--- config.mk ---
export PLATFORM = sky130hd
export DESIGN_NAME = rpn_stack_evaluator_flat
export DESIGN_NICKNAME = d
export VERILOG_FILES = /design/src/rtl/core/rse_pkg.sv /design/src/rtl/core/rse_channels.sv /design/src/rtl/core/rse_muldiv.sv /design/src/rtl/core/rse_dpath.sv /design/src/rtl/core/rse_ctrl.sv /design/src/rtl/core/rpn_stack_evaluator.sv /design/src/flat_wrapper.sv
export SDC_FILE = /design/constraint.sdc
export NUM_CORES = 2
export LEC_CHECK = 0
export BUFFER_PORTS_ARGS = -buffer_cell sky130_fd_sc_hd__buf_2
export CORE_MARGIN = 4
export CORE_UTILIZATION = 30
export DETAILED_ROUTE_END_ITERATION = 10
export HOLD_SLACK_MARGIN = 0.06
export PLACE_DENSITY = 0.5
export SKIP_CTS_REPAIR_TIMING = 1
export SLEW_MARGIN = 25
export SYNTH_ARGS = -nofsm -noshare
export SYNTH_HDL_FRONTEND = slang
export SYNTH_SLANG_ARGS = --single-unit
--- constraint.sdc ---
create_clock -name clk -period 6.8 [get_ports clk]
set_input_delay 1.36 -clock clk [delete_from_list [all_inputs] [get_ports clk]]
set_output_delay 1.36 -clock clk [all_outputs]
set_load 0.1 [all_outputs]
--- src/rtl/core/rse_pkg.sv ---
// Shared types and constants for the RPN stack evaluator.
// No dependencies; every other file refers to this package by scoped names.
package rse_pkg;

  // Default sizes handed to the top level's parameters
  localparam int STACK_DEPTH_DEF = 16;
  localparam int VALUE_WIDTH_DEF = 32;

  // Fixed widths of the channel payloads
  localparam int OP_W   = 2;
  localparam int NUM_W  = 32;
  localparam int CODE_W = 3;
  localparam int STAT_W = 3;
  localparam int FIN_W  = 32;

  // Token kinds
  localparam logic [OP_W-1:0] OP_PUSH  = 2'd0;
  localparam logic [OP_W-1:0] OP_APPLY = 2'd1;
  localparam logic [OP_W-1:0] OP_END   = 2'd2;

  // Operator codes
  localparam logic [CODE_W-1:0] OPR_ADD = 3'd0;
  localparam logic [CODE_W-1:0] OPR_SUB = 3'd1;
  localparam logic [CODE_W-1:0] OPR_MUL = 3'd2;
  localparam logic [CODE_W-1:0] OPR_DIV = 3'd3;
  localparam logic [CODE_W-1:0] OPR_REM = 3'd4;

  // Result status codes
  localparam logic [STAT_W-1:0] ST_VALID      = 3'd0;
  localparam logic [STAT_W-1:0] ST_TOO_MANY   = 3'd1;
  localparam logic [STAT_W-1:0] ST_NOT_ENOUGH = 3'd2;
  localparam logic [STAT_W-1:0] ST_EMPTY      = 3'd3;
  localparam logic [STAT_W-1:0] ST_DIV_ZERO   = 3'd4;
  localparam logic [STAT_W-1:0] ST_OVERFLOW   = 3'd5;

  typedef enum logic [1:0] {
    CS_IDLE,
    CS_EXEC,
    CS_ITER,
    CS_END
  } ctrl_state_t;

  // Controller to datapath
  typedef struct packed {
    logic              push_wr;
    logic              err_rec;
    logic [STAT_W-1:0] err_code;
    logic              rd_ops;
    logic              rd_base;
    logic [CODE_W-1:0] alu_code;
    logic              addsub_wr;
    logic              unit_start;
    logic              unit_wr;
    logic              drop2;
    logic              out_load;
  } dp_cmd_t;

  // Datapath to controller
  typedef struct packed {
    logic err_seen;
    logic full;
    logic lt2;
    logic b_zero;
    logic unit_done;
    logic out_free;
  } dp_stat_t;

endpackage

--- src/rtl/core/rse_channels.sv ---
// Valid/ready channel interfaces for token input and result output.
// Depends on rse_pkg for payload widths.
interface rse_in_if;
  logic                             valid;
  logic                             ready;
  logic [rse_pkg::OP_W-1:0]         operation;
  logic signed [rse_pkg::NUM_W-1:0] number_value;
  logic [rse_pkg::CODE_W-1:0]       operator_code;

  modport source (output valid, output operation, output number_value,
                  output operator_code, input ready);
  modport sink   (input valid, input operation, input number_value,
                  input operator_code, output ready);
endinterface

interface rse_out_if;
  logic                             valid;
  logic                             ready;
  logic [rse_pkg::STAT_W-1:0]       status;
  logic signed [rse_pkg::FIN_W-1:0] final_value;

  modport source (output valid, output status, output final_value, input ready);
  modport sink   (input valid, input status, input final_value, output ready);
endinterface

--- src/rtl/core/rse_muldiv.sv ---
// Iterative multiply / signed divide / remainder unit, one bit per cycle.
// Depends on rse_pkg for operator codes.
module rse_muldiv #(
  parameter int VALUE_WIDTH = rse_pkg::VALUE_WIDTH_DEF
) (
  input  logic                        clk,
  input  logic                        rst_n,
  input  logic                        start,
  input  logic [rse_pkg::CODE_W-1:0]  code,
  input  logic [VALUE_WIDTH-1:0]      opa,
  input  logic [VALUE_WIDTH-1:0]      opb,
  output logic                        done,
  output logic [VALUE_WIDTH-1:0]      result
);

  localparam int VW  = VALUE_WIDTH;
  localparam int CNW = $clog2(VW + 1);

  logic              busy_r;
  logic [CNW-1:0]    cnt_r;
  logic [VW:0]       acc_r;
  logic [VW-1:0]     x_r;
  logic [VW-1:0]     y_r;
  logic              neg_r;
  logic [rse_pkg::CODE_W-1:0] code_r;

  logic [VW-1:0] mag_a, mag_b;
  logic [VW:0]   r_shift;
  logic          r_ge;
  logic          stepping;

  assign mag_a    = opa[VW-1] ? ({VW{1'b0}} - opa) : opa;
  assign mag_b    = opb[VW-1] ? ({VW{1'b0}} - opb) : opb;
  assign r_shift  = {acc_r[VW-1:0], x_r[VW-1]};
  assign r_ge     = (r_shift >= {1'b0, y_r});
  assign stepping = busy_r && (cnt_r != '0);
  assign done     = busy_r && (cnt_r == '0);

  always_ff @(posedge clk) begin
    if (!rst_n) begin
      busy_r <= 1'b0;
      cnt_r  <= '0;
    end else if (start) begin
      busy_r <= 1'b1;
      cnt_r  <= CNW'(VW);
    end else if (stepping) begin
      cnt_r <= cnt_r - CNW'(1);
    end else if (done) begin
      busy_r <= 1'b0;
    end
  end

  always_ff @(posedge clk) begin
    if (start) begin
      code_r <= code;
      acc_r  <= '0;
      if (code == rse_pkg::OPR_MUL) begin
        x_r   <= opa;
        y_r   <= opb;
        neg_r <= 1'b0;
      end else begin
        x_r   <= mag_a;
        y_r   <= mag_b;
        neg_r <= (code == rse_pkg::OPR_DIV) ? (opa[VW-1] ^ opb[VW-1]) : opa[VW-1];
      end
    end else if (stepping) begin
      if (code_r == rse_pkg::OPR_MUL) begin
        // shift-add: multiplicand moves left, multiplier right
        if (y_r[0]) acc_r <= {1'b0, acc_r[VW-1:0] + x_r};
        x_r <= {x_r[VW-2:0], 1'b0};
        y_r <= {1'b0, y_r[VW-1:1]};
      end else begin
        // restoring division, quotient bits shift into x_r
        acc_r <= r_ge ? (r_shift - {1'b0, y_r}) : r_shift;
        x_r   <= {x_r[VW-2:0], r_ge};
      end
    end
  end

  always_comb begin
    if (code_r == rse_pkg::OPR_MUL) begin
      result = acc_r[VW-1:0];
    end else if (code_r == rse_pkg::OPR_DIV) begin
      result = neg_r ? ({VW{1'b0}} - x_r) : x_r;
    end else begin
      result = neg_r ? ({VW{1'b0}} - acc_r[VW-1:0]) : acc_r[VW-1:0];
    end
  end

endmodule

--- src/rtl/core/rse_dpath.sv ---
// Datapath: operand stack memory, count and error record, add/sub, the
// iterative mul/div unit and the result register. Depends on rse_pkg,
// rse_channels and rse_muldiv.
module rse_dpath #(
  parameter int STACK_DEPTH = rse_pkg::STACK_DEPTH_DEF,
  parameter int VALUE_WIDTH = rse_pkg::VALUE_WIDTH_DEF
) (
  input  logic                              clk,
  input  logic                              rst_n,
  input  logic signed [rse_pkg::NUM_W-1:0]  number_value,
  input  rse_pkg::dp_cmd_t                  cmd,
  output rse_pkg::dp_stat_t                 stat,
  rse_out_if.source                         out_ch
);

  localparam int VW = VALUE_WIDTH;
  localparam int CW = $clog2(STACK_DEPTH + 1);
  localparam int IW = $clog2(STACK_DEPTH);

  logic [VW-1:0] stack_mem [STACK_DEPTH];
  logic [VW-1:0] rda_r, rdb_r;
  logic [CW-1:0] count_r;
  logic          err_seen_r;
  logic [rse_pkg::STAT_W-1:0] err_reason_r;

  logic                             out_valid_r;
  logic [rse_pkg::STAT_W-1:0]       out_status_r;
  logic signed [rse_pkg::FIN_W-1:0] out_value_r;

  logic [CW-1:0] cnt_m1, cnt_m2;
  logic [VW-1:0] push_val, addsub_res, unit_res, wr_data;
  logic [IW-1:0] wr_idx;
  logic          wr_en;
  logic          unit_done;
  logic signed [rse_pkg::FIN_W-1:0] fin_val;
  logic [rse_pkg::STAT_W-1:0]       end_status;
  logic signed [rse_pkg::FIN_W-1:0] end_value;

  assign cnt_m1 = count_r - CW'(1);
  assign cnt_m2 = count_r - CW'(2);

  generate
    if (VW > rse_pkg::NUM_W) begin : g_push_ext
      assign push_val = {{(VW - rse_pkg::NUM_W){number_value[rse_pkg::NUM_W-1]}},
                         number_value};
    end else begin : g_push_cut
      assign push_val = number_value[VW-1:0];
    end
    if (VW >= rse_pkg::FIN_W) begin : g_fin_cut
      assign fin_val = rda_r[rse_pkg::FIN_W-1:0];
    end else begin : g_fin_ext
      assign fin_val = {{(rse_pkg::FIN_W - VW){rda_r[VW-1]}}, rda_r};
    end
  endgenerate

  assign addsub_res = (cmd.alu_code == rse_pkg::OPR_SUB) ? (rda_r - rdb_r) : (rda_r + rdb_r);

  rse_muldiv #(.VALUE_WIDTH(VW)) u_muldiv (
    .clk    (clk),
    .rst_n  (rst_n),
    .start  (cmd.unit_start),
    .code   (cmd.alu_code),
    .opa    (rda_r),
    .opb    (rdb_r),
    .done   (unit_done),
    .result (unit_res)
  );

  // single write port: push at top, results over the lower popped slot
  always_comb begin
    wr_en   = cmd.push_wr || cmd.addsub_wr || cmd.unit_wr;
    wr_idx  = cmd.push_wr ? count_r[IW-1:0] : cnt_m2[IW-1:0];
    wr_data = cmd.push_wr ? push_val : (cmd.addsub_wr ? addsub_res : unit_res);
  end

  always_ff @(posedge clk) begin
    if (wr_en) stack_mem[wr_idx] <= wr_data;
  end

  always_ff @(posedge clk) begin
    if (cmd.rd_ops) begin
      rda_r <= stack_mem[cnt_m2[IW-1:0]];
      rdb_r <= stack_mem[cnt_m1[IW-1:0]];
    end else if (cmd.rd_base) begin
      rda_r <= stack_mem[{IW{1'b0}}];
    end
  end

  always_ff @(posedge clk) begin
    if (!rst_n) begin
      count_r      <= '0;
      err_seen_r   <= 1'b0;
      err_reason_r <= '0;
    end else begin
      priority if (cmd.out_load) begin
        count_r      <= '0;
        err_seen_r   <= 1'b0;
        err_reason_r <= '0;
      end else if (cmd.push_wr) begin
        count_r <= count_r + CW'(1);
      end else if (cmd.addsub_wr || cmd.unit_wr) begin
        count_r <= cnt_m1;
      end else if (cmd.drop2) begin
        count_r <= cnt_m2;
      end else begin
        count_r <= count_r;
      end
      if (cmd.err_rec) begin
        err_seen_r   <= 1'b1;
        err_reason_r <= cmd.err_code;
      end
    end
  end

  // end-of-expression status, in priority order
  always_comb begin
    end_value = '0;
    priority if (count_r > CW'(1)) begin
      end_status = rse_pkg::ST_TOO_MANY;
    end else if (err_seen_r) begin
      end_status = err_reason_r;
    end else if (count_r == '0) begin
      end_status = rse_pkg::ST_EMPTY;
    end else begin
      end_status = rse_pkg::ST_VALID;
      end_value  = fin_val;
    end
  end

  always_ff @(posedge clk) begin
    if (!rst_n) begin
      out_valid_r <= 1'b0;
    end else if (cmd.out_load) begin
      out_valid_r <= 1'b1;
    end else if (out_ch.ready) begin
      out_valid_r <= 1'b0;
    end
  end

  always_ff @(posedge clk) begin
    if (cmd.out_load) begin
      out_status_r <= end_status;
      out_value_r  <= end_value;
    end
  end

  assign out_ch.valid       = out_valid_r;
  assign out_ch.status      = out_status_r;
  assign out_ch.final_value = out_value_r;

  always_comb begin
    stat.err_seen  = err_seen_r;
    stat.full      = (count_r >= CW'(STACK_DEPTH));
    stat.lt2       = (count_r < CW'(2));
    stat.b_zero    = (rdb_r == '0);
    stat.unit_done = unit_done;
    stat.out_free  = !out_valid_r || out_ch.ready;
  end

endmodule

--- src/rtl/core/rse_ctrl.sv ---
// Controller: decodes tokens, sequences operator execution and end of
// expression. Depends on rse_pkg and rse_channels.
module rse_ctrl (
  input  logic               clk,
  input  logic               rst_n,
  rse_in_if.sink             in_ch,
  input  rse_pkg::dp_stat_t  stat,
  output rse_pkg::dp_cmd_t   cmd
);

  rse_pkg::ctrl_state_t state_r, state_nxt;
  logic [rse_pkg::CODE_W-1:0] code_r;
  logic accept, code_ok, go_exec, go_end;

  assign accept  = in_ch.valid && in_ch.ready;
  assign code_ok = (in_ch.operator_code <= rse_pkg::OPR_REM);
  assign go_exec = accept && (in_ch.operation == rse_pkg::OP_APPLY) &&
                   !stat.err_seen && code_ok && !stat.lt2;
  assign go_end  = accept && (in_ch.operation == rse_pkg::OP_END);
  assign in_ch.ready = (state_r == rse_pkg::CS_IDLE);

  always_ff @(posedge clk) begin
    if (!rst_n) begin
      state_r <= rse_pkg::CS_IDLE;
    end else begin
      state_r <= state_nxt;
    end
  end

  always_ff @(posedge clk) begin
    if (accept) code_r <= in_ch.operator_code;
  end

  // next state
  always_comb begin
    state_nxt = state_r;
    unique case (state_r)
      rse_pkg::CS_IDLE: begin
        if (go_exec) state_nxt = rse_pkg::CS_EXEC;
        else if (go_end) state_nxt = rse_pkg::CS_END;
      end
      rse_pkg::CS_EXEC: begin
        if ((code_r == rse_pkg::OPR_MUL) ||
            (((code_r == rse_pkg::OPR_DIV) || (code_r == rse_pkg::OPR_REM)) &&
             !stat.b_zero)) begin
          state_nxt = rse_pkg::CS_ITER;
        end else begin
          state_nxt = rse_pkg::CS_IDLE;
        end
      end
      rse_pkg::CS_ITER: if (stat.unit_done) state_nxt = rse_pkg::CS_IDLE;
      rse_pkg::CS_END:  if (stat.out_free) state_nxt = rse_pkg::CS_IDLE;
      default:          state_nxt = rse_pkg::CS_IDLE;
    endcase
  end

  // commands
  always_comb begin
    cmd          = '0;
    cmd.alu_code = code_r;
    unique case (state_r)
      rse_pkg::CS_IDLE: begin
        if (accept) begin
          unique case (in_ch.operation)
            rse_pkg::OP_PUSH: begin
              if (!stat.err_seen) begin
                if (stat.full) begin
                  cmd.err_rec  = 1'b1;
                  cmd.err_code = rse_pkg::ST_OVERFLOW;
                end else begin
                  cmd.push_wr = 1'b1;
                end
              end
            end
            rse_pkg::OP_APPLY: begin
              if (!stat.err_seen && code_ok) begin
                if (stat.lt2) begin
                  cmd.err_rec  = 1'b1;
                  cmd.err_code = rse_pkg::ST_NOT_ENOUGH;
                end else begin
                  cmd.rd_ops = 1'b1;
                end
              end
            end
            rse_pkg::OP_END: cmd.rd_base = 1'b1;
            default: ;
          endcase
        end
      end
      rse_pkg::CS_EXEC: begin
        unique case (code_r)
          rse_pkg::OPR_ADD, rse_pkg::OPR_SUB: cmd.addsub_wr = 1'b1;
          rse_pkg::OPR_MUL: cmd.unit_start = 1'b1;
          rse_pkg::OPR_DIV, rse_pkg::OPR_REM: begin
            if (stat.b_zero) begin
              cmd.drop2    = 1'b1;
              cmd.err_rec  = 1'b1;
              cmd.err_code = rse_pkg::ST_DIV_ZERO;
            end else begin
              cmd.unit_start = 1'b1;
            end
          end
          default: ;
        endcase
      end
      rse_pkg::CS_ITER: cmd.unit_wr  = stat.unit_done;
      rse_pkg::CS_END:  cmd.out_load = stat.out_free;
      default: ;
    endcase
  end

endmodule

--- src/rtl/core/rpn_stack_evaluator.sv ---
// RPN stack evaluator, top level: joins controller and datapath.
// Push tokens are written on transfer; operators pass the execute state, and multiply,
// or divide/remainder by nonzero, waits in the iterate state on the one-bit-per-cycle
// shift-add / restoring-divide unit. End token: result register loaded once it is free.
// Reset (synchronous, rst_n low) clears controller, count, error record, result valid;
// the stack memory is not cleared and holds no meaning until written.
module rpn_stack_evaluator #(
  parameter int STACK_DEPTH = rse_pkg::STACK_DEPTH_DEF,
  parameter int VALUE_WIDTH = rse_pkg::VALUE_WIDTH_DEF
) (
  input logic        clk,
  input logic        rst_n,
  rse_in_if.sink     in_chan,
  rse_out_if.source  out_chan
);

  // command and status between controller and datapath
  rse_pkg::dp_cmd_t  cmd;
  rse_pkg::dp_stat_t stat;

  // Controller owns in_chan.ready: tokens transfer only while it is idle.
  rse_ctrl u_ctrl (
    .clk   (clk),
    .rst_n (rst_n),
    .in_ch (in_chan),
    .stat  (stat),
    .cmd   (cmd)
  );

  // Datapath owns the stack, the error record and the result register, so a
  // finished result can wait on out_chan while later tokens are taken.
  rse_dpath #(
    .STACK_DEPTH (STACK_DEPTH),
    .VALUE_WIDTH (VALUE_WIDTH)
  ) u_dpath (
    .clk          (clk),
    .rst_n        (rst_n),
    .number_value (in_chan.number_value),
    .cmd          (cmd),
    .stat         (stat),
    .out_ch       (out_chan)
  );

  // A result appears only after the controller loads it.
  a_out_from_load: assert property (@(posedge clk) disable iff (!rst_n)
    $rose(out_chan.valid) |-> $past(cmd.out_load))
    else $error("result valid without load");

  // Pushes never write past the top or after an error.
  a_push_legal: assert property (@(posedge clk) disable iff (!rst_n)
    cmd.push_wr |-> (!stat.full && !stat.err_seen))
    else $error("illegal push");

  // No token transfer while the iterative unit finishes.
  a_busy_blocks: assert property (@(posedge clk) disable iff (!rst_n)
    stat.unit_done |-> !in_chan.ready)
    else $error("token taken while unit busy");

endmodule
--- src/flat_wrapper.sv ---
// flat-port wrapper written by rule: the top's interface ports become plain ports
module rpn_stack_evaluator_flat 
#(
  parameter int STACK_DEPTH = rse_pkg::STACK_DEPTH_DEF,
  parameter int VALUE_WIDTH = rse_pkg::VALUE_WIDTH_DEF
)
  (clk, rst_n, in_chan_valid, in_chan_operation, in_chan_number_value, in_chan_operator_code, in_chan_ready, out_chan_valid, out_chan_status, out_chan_final_value, out_chan_ready);
  rse_in_if in_chan_i ();
  rse_out_if out_chan_i ();
  input logic clk;
  input logic rst_n;
  input wire logic [$bits(in_chan_i.valid)-1:0] in_chan_valid;
  input wire logic [$bits(in_chan_i.operation)-1:0] in_chan_operation;
  input wire logic [$bits(in_chan_i.number_value)-1:0] in_chan_number_value;
  input wire logic [$bits(in_chan_i.operator_code)-1:0] in_chan_operator_code;
  output wire logic [$bits(in_chan_i.ready)-1:0] in_chan_ready;
  output wire logic [$bits(out_chan_i.valid)-1:0] out_chan_valid;
  output wire logic [$bits(out_chan_i.status)-1:0] out_chan_status;
  output wire logic [$bits(out_chan_i.final_value)-1:0] out_chan_final_value;
  input wire logic [$bits(out_chan_i.ready)-1:0] out_chan_ready;
  assign in_chan_i.valid = in_chan_valid;
  assign in_chan_i.operation = in_chan_operation;
  assign in_chan_i.number_value = in_chan_number_value;
  assign in_chan_i.operator_code = in_chan_operator_code;
  assign in_chan_ready = in_chan_i.ready;
  assign out_chan_valid = out_chan_i.valid;
  assign out_chan_status = out_chan_i.status;
  assign out_chan_final_value = out_chan_i.final_value;
  assign out_chan_i.ready = out_chan_ready;
  rpn_stack_evaluator #(.STACK_DEPTH(STACK_DEPTH), .VALUE_WIDTH(VALUE_WIDTH)) u_core (.clk(clk), .rst_n(rst_n), .in_chan(in_chan_i), .out_chan(out_chan_i));
endmodule
Yosys cells after proc, flatten, opt, wreduce, memory -nomap -nowiden. Memory sizes are Yosys's and may differ from the RTL's. A register that Yosys moved wholly into a read port is not among the register bits. Index checks and enable logic that the tools add are counted. W data, S select, Z words.

Add/sub/neg operators: 12. Multiply operators: 0. Divide/modulo/power cells: 0. Magnitude comparators: 5. Equal/unequal tests: 16. Shifts and indexed selects: 0. Muxes and demuxes: 73. Bitwise operators: 2. Reduce and logical (&&, ||, !) cells: 43.

Operator list (number): $mux W32 (21); $sub A1 B32 Y32 const A (4); $add A32 B32 Y32 (2); $sub A32 B32 Y32 (2); $ge A33 B32 Y1 (1); $logic_not A32 Y1 (1); $mux W5 (5); $mux W1 (24); $mux W4 (5); $mux W2 (8); $pmux W4 S2 (2); $eq A3 B2 Y1 const B (4); $mux W6 (2); $reduce_bool A2 Y1 (6); $logic_and A1 B1 Y1 (10); $mux W3 (3); $pmux W2 S4 (1); $reduce_or A2 Y1 (4); $mux W7 (1); $eq A2 B2 Y1 const B (3); $logic_not A6 Y1 (1); $logic_or A1 B1 Y1 (6); $reduce_and A2 Y1 (3); $reduce_bool A6 Y1 (1); 24 further kinds (31).

Bits in registers: 189. Latch bits: 0. Bits in writable memories: 512. Memory bits (read-only): 0. Bits of input ports: 41. Output and inout port bits: 37. Word-level logic and storage cells: 169. Memories kept: 1.

Memory list: u_core.u_dpath.stack_mem (words 16, bits a word 32, read ports 3, clocked after memory_dff 1, write ports 1, line rse_dpath.sv:20) `logic [VW-1:0] stack_mem [STACK_DEPTH];`.

Longest topological paths before layout.
Depth after elaboration: 10. Gate-level depth with buffers: 19. Depth with buffers taken out: 18.

By module. Synthesis repeated with hierarchy kept, for this count alone.

Cell total of the unflattened synthesis: 3171. Area total of the unflattened synthesis: 41952.7 um^2.

Modules (own cells, without submodules): rse_dpath (times used 1, cells an instance 1660, area an instance 30324.1 um^2, seq. area each 18547.8 um^2); rse_muldiv (times used 1, cells an instance 1466, area an instance 11232.0 um^2, seq. area each 2822.7 um^2); rse_ctrl (times used 1, cells an instance 45, area an instance 396.6 um^2, seq. area each 130.1 um^2).

Worst setup path before layout. Ideal clock, no wire load.

Path type: register to register. Start: register u_core.u_ctrl.state_r[0]. End: memory u_core.u_dpath.stack_mem[0][0] (netlist bit) (enable). Setup time: 461 ps. Data arrival time: 5399 ps. Required time: 6339 ps. Setup slack: 939 ps. Cell stages (with the launch flop): 11. Buffers on the path: 2. Clock period less this slack: 5861 ps. Cell sequence: dfxtp_1 clkbuf_1 nor2_1 nand2_1 nor2_1 nand2_1 nor2_1 buf_2 a32oi_1 mux2_2 nor3_1.

Cells in the longest elaborated chain, start to end: 8. Elaborated cells between the ends (all ways): 13. Classes of those cells: eq/ne: 2; mux: 7; reduce/logical: 4.

Ends and longest elaborated chain: start: declaration (line rse_ctrl.sv:11) `rse_pkg::ctrl_state_t state_r, state_nxt;`; start signal: assignment (line rse_ctrl.sv:24) `state_r <= rse_pkg::CS_IDLE;`; start signal: assignment (line rse_ctrl.sv:26) `state_r <= state_nxt;`; $logic_not A2 Y1 (*) (line rse_ctrl.sv:20) `assign in_ch.ready = (state_r == rse_pkg::CS_IDLE);`; net in_chan_ready (line flat_wrapper.sv:16) `output wire logic [$bits(in_chan_i.ready)-1:0] in_chan_ready;`; $logic_and A1 B1 Y1 (line rse_ctrl.sv:15) `assign accept = in_ch.valid && in_ch.ready;`; $mux W7 (line rse_ctrl.sv:63) `if (accept) begin`; $mux W1 (*) (line rse_ctrl.sv:61) `unique case (state_r)`; $logic_or A1 B1 Y1 (2 in series) (line rse_dpath.sv:71) `wr_en = cmd.push_wr || cmd.addsub_wr || cmd.unit_wr;`; $mux W1 (line rse_dpath.sv:77) `if (wr_en) stack_mem[wr_idx] <= wr_data;`; $mux W1 (not written as such) (line rse_dpath.sv:77); end: declaration (line rse_dpath.sv:20).

The timed path passes the listed nets; every way through them passes the cells marked *.

Final worst setup path.
Start: register u_core.u_dpath.rdb_r[0] (read register of u_core.u_dpath.stack_mem). End: memory u_core.u_dpath.stack_mem[9][29] (netlist bit), data pin.

Cells in the longest elaborated chain, start to end: 4. Elaborated cells between the ends (all ways): 5. Classes of those cells: add/sub: 2; mux: 3.

Ends and longest elaborated chain: start: declaration (line rse_dpath.sv:21) `logic [VW-1:0] rda_r, rdb_r;`; $add A32 B32 Y32 / $sub A32 B32 Y32 (equally long branches) (line rse_dpath.sv:56) `assign addsub_res = (cmd.alu_code == rse_pkg::OPR_SUB) ? (rda_r - rdb_r) : (rda_r + rdb_r);`; $mux W32 (*) (line rse_dpath.sv:56); $mux W32 (*) (2 in series) (line rse_dpath.sv:73) `wr_data = cmd.push_wr ? push_val : (cmd.addsub_wr ? addsub_res : unit_res);`; net u_core.u_dpath.wr_data[29] (line rse_dpath.sv:31) `logic [VW-1:0] push_val, addsub_res, unit_res, wr_data;`.

Marked as above.

==> metrics.csv <==
metric,value,unit
synth-compound-area-share,10.3,%
syn_nets,3219,
maxSlewViolCount,0,
p_leak,15.7,nW
insertion_delay,0.67,ns
muxShareOfSynthArea,18.9,%
finalCritPeriodShare,79.7,%
p_per_area,291,nW/um2
cts_max_level,3,
diodes,0,
routed_wirelength,130000,um
track_usage,17.8,%
clk_path_buf_depth,3,
whs,0.465,ns
clock.fmax,0.185,GHz
synth_edf_count,682,
drive_above_1_share,22.4,%
tightest_slew,0.996,ns
yosysWarnings,0,
slew_headroom,33.5,%
area_growth,13.9,%
critical_path_class,reg2reg,
skew,0.0367,ns
ir_drop,215,uV
vias_per_cell,5.51,
power,13.6,mW
setup_viol,0,
grt_pass1_wl,188000,um
die_h,379,um
num_vias,27493,
first_pass_iters,5,
ant_nets,0,
cts-root-buf,clkbuf_16,
io_pins,78,
antenna_found_initial,5,
setup_tns,0,ns
portBuffers,77,
async_reset_ff_share,0,%
grt_overflow,0,
seqPwrFrac,40.8,%
hpwl,88600,um
synth-xor-area-share,4.46,%
switching_share,31.0,%
pwr-share-clk,33.3,%
core,136000,um2
synth_flop_cell,edfxtp_1,
synth.largest_area_cell,edfxtp_1,
yosys.area.top_type_share,49.7,%
post_dp_cell_area,44200,um2
yosys-top-cells-count,"edfxtp_1 (682), mux4_2 (320), nand2_1 (233)",
dp.cells,4839,
synth.distinct_cells,86,
synth.ff_latch_count,733,
run_status,"finished, final reports clean",
synth-simple-area-share,8.39,%
seq_area_frac_synth,52.1,%
end_kind,flip-flop,
fin_crit,5.42,ns
avgRoutedWirePerCell,26.0,um
netlist_top_cells_area,"edfxtp_1 (50%), mux4_2 (17%), ha_1 (3.2%), dfxtp_1 (2.5%), xnor2_1 (2.4%)",
gp_congestion,0.856,
final_net_count,3296,
p_int,9.41,mW
maxCapViolations,0,
cts_tree,yes,
hp-class,reg2reg,
fp.dieArea,143000,um2
syn_avg_cell_area,13.4,um2
final_cells,4989,
required,7.17,ns
cts_inserted_buffers,85,
combPwrFrac,25.9,%
arrival,5.79,ns
rows,135,
chipWidth,379,um
syn_inst,3068,
grt_pass1_vias,26729,
drc,0,
initial_core_util,30.3,%
syn_area,41200,um2
grt_max_degree,133,
cp-start-kind,flip-flop,
critPathMaxFanout,16,
cts.reportedPaths.clkPinSlew,0.06,ns
synthAdderAreaFrac,3.39,%
hold_viol,0,
rsz0062_at_grt,no,
synth.most_common_cell,edfxtp_1,
cts_sinks,733,
drt-initial-drc-count,2562,
switchingPower,4.24,mW
synth_top_family_by_area,multiplexers,
fin_area,47000,um2
[state kept, by name, indices dropped and copies added, names as in the netlist, 2 cells and up]
name / flops
u_core.u_dpath.u_muldiv.x_r: 32
u_core.u_dpath.fin_val: 32
u_core.u_dpath.out_ch.status: 3
u_core.u_dpath.rdb_r: 32
u_core.u_ctrl.state_r: 2
u_core.u_ctrl.code_r: 3
u_core.u_dpath.u_muldiv.acc_r: 32
u_core.u_dpath.out_ch.final_value: 32
u_core.u_dpath.u_muldiv.code_r: 3
u_core.u_dpath.err_reason_r: 3
u_core.u_dpath.count_r: 5
u_core.u_dpath.u_muldiv.cnt_r: 6
u_core.u_dpath.stack_mem: 512
u_core.u_dpath.u_muldiv.y_r: 32
[cell usage in the layout, fill, tap and decap left out, drive strengths merged, types with 11 or more instances in the layout]
cell | netlist | routed
a211oi | 30 | 30
a21o | 57 | 57
a21oi | 186 | 186
a311oi | 11 | 11
a31oi | 15 | 15
and2 | 11 | 11
and3 | 46 | 46
buf | 45 | 168
clkbuf | 133 | 107
clkinv | 0 | 34
dfxtp | 51 | 51
edfxtp | 682 | 682
ha | 107 | 107
inv | 76 | 78
mux2 | 34 | 34
mux2i | 19 | 19
mux4 | 320 | 320
nand2 | 233 | 233
nand2b | 24 | 24
nand3 | 46 | 46
nand4 | 17 | 17
nor2 | 182 | 182
nor2b | 27 | 27
nor3 | 41 | 41
nor4 | 21 | 21
o211ai | 19 | 19
o21a | 12 | 12
o21ai | 205 | 205
o21bai | 12 | 12
o22ai | 25 | 25
o31ai | 33 | 33
o41ai | 12 | 12
or3 | 17 | 17
or4 | 16 | 16
xnor2 | 111 | 111
xor2 | 99 | 99
[worst paths after layout]
kind | from | to | slack [ns] | cells after the start
min | u_core.u_dpath.err_reason_r[1] | u_core.u_dpath.err_reason_r[1] | 0.47 | 2
max | u_core.u_dpath.rdb_r[0] | u_core.u_dpath.stack_mem[9][29] | 1.38 | 18
min reg2reg | u_core.u_dpath.err_reason_r[1] | u_core.u_dpath.err_reason_r[1] | 0.47 | 2
max reg2reg | u_core.u_dpath.rdb_r[0] | u_core.u_dpath.stack_mem[9][29] | 1.38 | 18
[critical path: stages, from the launching register on]
cell	delay, ns
edfxtp_1	0.44
inv_1	0.11
ha_1	0.20
or3b_4	0.43
nor4_4	0.25
and2_1	0.37
nor3b_1	0.35
nor2_1	0.11
xnor2_1	0.14
ha_1	0.38
and3_1	0.21
a31oi_1	0.09
nand2_1	0.10
a31oi_2	0.07
a211o_2	0.41
o31ai_1	0.52
a221oi_1	0.17
xor2_1	0.18
a21oi_2	0.59
[metrics by stage]
| stage | setup WS [ns] | util [%] |
|---|---|---|
| global placement | 1.18 | 32.5 |
| floorplan | 0.939 | - |
| CTS | 1.01 | 34.5 |
| detailed placement | 1.04 | 32.5 |
| global route | 1.11 | 34.5 |
| finish | 1.38 | 34.5 |
[metal layers]
metal | GRT usage (%) | share of wire [%] | vias up
met4 | 3.61 | 1.9 | 0
met2 | 28.9 | 47 | 944
li1 | - | - | 12308
met5 | 0 | 0 | -
met3 | 2.12 | 5.9 | 133
met1 | 25.8 | 45 | 14108
[logic make-up (layout without fill, tap and decap cells)]
group	after synthesis	count (layout)
compound gates	681	681
flops	733	733
mux	373	373
buf+inv	254	394
xor+xnor	210	210
fa+ha+maj	110	110
simple gates	707	707
[cell type report]
cell class	instances	area, um2
Fill cell	13136	89000
Sequential cell	733	21500
Multi-Input combinational cell	2081	19000
Clock buffer	107	2290
Tap cell	1781	2230
Timing Repair Buffer	168	1210
Clock inverter	43	460
Inverter	76	285
[power by group through the flow]
stage	sequential (mW)	clock [mW]	combinational, mW
after floorplan	5.59	0	2.39
after global placement	5.66	0	3.52
after detailed placement	5.66	0	3.53
after CTS	5.57	4.64	3.54
after global routing	5.59	4.84	3.83
final	5.57	4.54	3.54
Power figures use the tool's default switching activity.
